==> src/design/tsdm_pkg.sv <==
// ============================================================================
// tsdm_pkg
// Shared types and constants of the transport stream discontinuity marker.
// ============================================================================
`default_nettype none

package tsdm_pkg;

    // Packet geometry and PID space
    localparam int PACKET_BYTES = 188;
    localparam int POS_W        = 8;
    localparam int PID_W        = 13;
    localparam int PID_SPACE    = 8192;
    localparam int COUNT_W      = 14;

    // Segment tag stored per PID; tag zero means "never seen"
    localparam int EPOCH_W      = 16;

    // Header constants
    localparam logic [7:0] SYNC_VALUE = 8'h47;
    localparam logic [7:0] DISC_BIT   = 8'h80;

    // Byte positions of interest within a packet
    localparam logic [POS_W-1:0] POS_SYNC   = 8'd0;
    localparam logic [POS_W-1:0] POS_PID_HI = 8'd1;
    localparam logic [POS_W-1:0] POS_PID_LO = 8'd2;
    localparam logic [POS_W-1:0] POS_AFC    = 8'd3;
    localparam logic [POS_W-1:0] POS_AF_LEN = 8'd4;
    localparam logic [POS_W-1:0] POS_MARK   = 8'd5;
    localparam logic [POS_W-1:0] POS_LAST   = POS_W'(PACKET_BYTES - 1);

    // Input request
    typedef struct packed {
        logic [7:0] data_byte;
        logic       segment_start;
        logic       in_full_packet;
    } in_t;

    // Result
    typedef struct packed {
        logic [7:0]         out_byte;
        logic               was_marked;
        logic [COUNT_W-1:0] marked_total;
    } out_t;

    // Core to PID map
    typedef struct packed {
        logic             seg_pending;
        logic             seg_accept;
        logic             rd_en;
        logic             wr_en;
        logic [PID_W-1:0] addr;
    } map_req_t;

    // PID map to core
    typedef struct packed {
        logic hold;
        logic seen;
    } map_status_t;

endpackage

`default_nettype wire

==> src/design/tsdm_outbuf.sv <==
// ============================================================================
// tsdm_outbuf
// Two-entry result queue that decouples the core from result stalls.
// ============================================================================
`default_nettype none

module tsdm_outbuf
    import tsdm_pkg::*;
(
    input  wire logic clk,
    input  wire logic rst_n,
    input  wire logic push,
    input  wire out_t push_data,
    output logic      full,
    output logic      mark_valid,
    input  wire logic mark_stall,
    output out_t      mark_data
);

    out_t       ent_reg [2];
    logic       wr_ptr_reg;
    logic       rd_ptr_reg;
    logic [1:0] cnt_reg, cnt_next;
    logic       pop;

    assign full       = (cnt_reg == 2'd2);
    assign mark_valid = (cnt_reg != 2'd0);
    assign mark_data  = ent_reg[rd_ptr_reg];
    assign pop        = mark_valid & ~mark_stall;

    // Track occupancy
    always_comb
    begin
        cnt_next = cnt_reg;
        if (push && !pop)
        begin
            cnt_next = cnt_reg + 2'd1;
        end
        else if (pop && !push)
        begin
            cnt_next = cnt_reg - 2'd1;
        end
    end

    always_ff @(posedge clk or negedge rst_n)
    begin
        if (!rst_n)
        begin
            wr_ptr_reg <= 1'b0;
            rd_ptr_reg <= 1'b0;
            cnt_reg    <= 2'd0;
        end
        else
        begin
            cnt_reg <= cnt_next;
            if (push)
            begin
                wr_ptr_reg <= ~wr_ptr_reg;
            end
            if (pop)
            begin
                rd_ptr_reg <= ~rd_ptr_reg;
            end
        end
    end

    // Store the result
    always_ff @(posedge clk)
    begin
        if (push)
        begin
            ent_reg[wr_ptr_reg] <= push_data;
        end
    end

    a_no_overflow: assert property (@(posedge clk) disable iff (!rst_n)
        full |-> !push)
        else $error("result queue overflow");

endmodule

`default_nettype wire

==> config.mk <==
export PLATFORM = sky130hd
export DESIGN_NAME = tsdm_outbuf
export DESIGN_NICKNAME = d
export VERILOG_FILES = /design/src/design/tsdm_pkg.sv /design/src/design/tsdm_outbuf.sv
export SDC_FILE = /design/constraint.sdc
export NUM_CORES = 1
export LEC_CHECK = 0
export ABC_AREA = 1
export BUFFER_PORTS_ARGS = -buffer_cell sky130_fd_sc_hd__buf_2
export CORE_MARGIN = 5
export CORE_UTILIZATION = 46
export DETAILED_ROUTE_END_ITERATION = 10
export MAX_ROUTING_LAYER = met4
export PLACE_DENSITY = 0.75
export SYNTH_ARGS = -nofsm -noshare
export SYNTH_HDL_FRONTEND = slang
export SYNTH_SLANG_ARGS = --single-unit
==> constraint.sdc <==
create_clock -name clk -period 1.67 [get_ports clk]
set_clock_uncertainty 0.05 [all_clocks]
set_input_delay 0.334 -clock clk [delete_from_list [all_inputs] [get_ports clk]]
set_output_delay 0.334 -clock clk [all_outputs]
set_load 0.005 [all_outputs]
==> run_results.csv <==
group,metric,value,unit
layout,layout.nets,235,
setup_path,crit_slowest_cell,"dfrtp_2",
synth,synth.ff_latch_count,50,
setup_path,worst_setup_path_start_kind,"register",
cts,later_pin_clock_latency_in_the_skew_report,0.29,ns
placement,gp_routability_congestion,0.690,
cts,ctsHtreeMaxLevel,2,
sta,fmax,0.629,GHz
setup_path,worst-path-buf-inv,2,
global_routing,grt_overflow,0,
detailed_routing,via_count,1204,
synth,ys_types,15,
setup_path,setup.worst_path.end_class,"primary output",
global_routing,grt_start_max_net_pins,25,
setup_path,path_class,"register to primary output",
cts,cts_tree,"built",
cts,clockBufferDepth,2,
synth,synth_area,0.00196,mm^2
setup_path,critical_path_required,1.29,ns
detailed_routing,drt-total-wl,3.30,mm
layout,fill_cells,349,
floorplan,x_dimension_of_the_die,75.3,um
min_path,min_from,"push_data[13]",
setup_path,crit_family,"flip-flops",
setup_path,critical_path.max_stage_delay,0.48,ns
layout,diodes,0,
synth,syn_nets,177,
pwr,power.density_cell_area,1650,mW/mm^2
floorplan,start_util,48.4,%
detailed_routing,viasPerCell,4.67,
setup_path,critical_path_at,1.21,ns
layout,layout.area.seq,0.00148,mm^2
pwr,irDropWorstVdd,731,uV
global_routing,global_route_wire_length_before_repair,5.17,mm
synth,yosys_warnings,0,
synth,synth_sequential_area_ratio,75.5,%
floorplan,design.die.area,0.00567,mm^2
placement,detailedPlace.worstSlack,0.294,ns
layout,multi_input_comb_area,379,um^2
placement,numPortBuffers,51,
setup_path,critical_path.reg2reg.startpoint,"cnt_reg[0]",
job,drv_cap,0,
sta,finalSetupViolations,0,
floorplan,core_area,0.00406,mm^2
layout,signed_area_change_from_the_synthesized_netlist_to_the_final_layout,23.9,%
synth,synthesis.instances,149,
sta,tightestPinTransition,0.181,ns
pwr,cellLeakagePower,1.08,nW
layout,layout-drive-gt1-share,37.5,%
sta,slew_headroom,88.0,%
layout,leading_cell_types_in_the_layout_fill_and_taps_excluded,"nand2_1 (66), buf_2 (51), edfxtp_1 (46), nand2_2 (12), inv_1 (7)",
setup_path,path_cells,"inv_8 > nand2_1 > nand2_1 > buf_2",
floorplan,die-height,75.3,um
sta,period_utilization,95.2,%
setup_path,critPathLaunch,"rd_ptr_reg",
detailed_routing,drt-initial-drc-count,77,
outcome,run_status,"finished clean",
setup_path,critical_path.most_common_cell,"nand2_1",
sta,post-route-min-period,1.59,ns
setup_path,crit_fanout,24,
detailed_routing,drt.antenna.violating_nets,0,
sta,final-hold-violation-count,0,
sta,worst_slack,0.0806,ns
cts,cts_num_sinks,50,
min_path,hold_crit_path_type,"primary input to register",
cts,numCtsBuffers,5,
sta,drv_slew,0,
floorplan,io_pins,52,
placement,detailed_place_hpwl,2.26,mm
detailed_routing,number_of_detailed_route_iterations_in_the_first_pass,4,
global_routing,groute.usage.overall,13.0,%
floorplan,floorplan.rows,23,
cts,ctsRootBufferMaster,"clkbuf_8",
synth,post_synth.cell_area_avg,13.2,um^2
cts,clkTransAtPathRegs,0.09,ns
global_routing,grt_pass1_vias,1153,
sta,setup_tns,0,ns
layout,flip_flop_count_of_the_largest_register_after_layout,46,
detailed_routing,routed_wire_length_per_instance,12.8,um
global_routing,number_of_antenna_violations_at_the_first_check_in_global_routing,0,
layout,most_common_cell_after_layout_fill_and_taps_aside,"nand2_1",
detailed_routing,drt_drc_violations_left,0,
[final timing paths]
| path | to | slack [ns] | cells after the start |
|---|---|---|---|
| max reg2reg | cnt_reg[1] | 0.34 | 8 |
| max in group asynchronous | rd_ptr_reg | 1.11 | 2 |
| max | mark_data[5] | 0.08 | 4 |
| min in group asynchronous | cnt_reg[0] | 0.32 | 2 |
| min | ent_reg[0][13] | 0.17 | 1 |
| min reg2reg | cnt_reg[1] | 0.44 | 2 |
[cells in the mapped netlist (all sizes together)]
library cell  instances  area, um^2
buf                   4        53.8
nand3                 2        10.0
ha                    1        12.5
nor2                  2        7.51
edfxtp               46        1380
inv                   8        37.5
nand2                78         323
xnor2                 1        8.76
xor2                  1        8.76
dfrtp                 4         100
clkbuf                1        13.8
nand4                 1        6.26
[power breakdown]
part	internal, mW	total [mW]	switching (mW)
sequential	1.67	1.79	0.118
clock	0.599	0.980	0.380
combinational	0.538	1.25	0.715
[layout make-up]
cell class,count,area share [%]
Timing Repair Buffer,56,13.7
Clock buffer,5,2.83
Multi-Input combinational cell,86,15.6
Clock inverter,3,2.83
Tap cell,50,2.57
Sequential cell,50,61.0
Inverter,8,1.54
[metrics by stage]
stage / hold slack, ns / utilization, % / cell area (um^2) / total power [mW] / instances
floorplan: -0.0116 / - / 1970 / 2.63 / 149
global placement: 0.0983 / 56.1 / 2280 / 3.06 / 248
detailed placement: 0.0996 / 56.1 / 2280 / 3.09 / 248
CTS: 0.158 / 59.8 / 2420 / 4.08 / 257
global route: 0.146 / 59.9 / 2430 / 4.31 / 258
finish: 0.167 / 59.9 / 2430 / 4.02 / 258
[layer usage]
metal  vias up  share of wire, %  track usage [%]
met5         -                 0                -
met3         5               8.2             4.88
li1        605                 -                -
met2        46                50             21.9
met1       548                41             14.6
met4         0               1.2             3.50
[logic make-up (layout without fill, tap and decap cells)]
family | after synthesis | in the layout | share of synthesized area, %
XOR/XNOR | 2 | 2 | 0.892
adder cells (fa/ha/maj) | 1 | 1 | 0.637
buffers and inverters | 13 | 72 | 5.35
flip-flops | 50 | 50 | 75.5
AND/OR/NAND/NOR | 83 | 83 | 17.7
[timing repair]
action | in CTS | in global routing
setup buffers | 0 | 1
hold buffers | 1 | 0
endpoints found under the setup margin | 21 | 6
resized for setup | 1 | 0
endpoints found under the hold margin | 4 | 0
(Power assumes the default switching activity.)
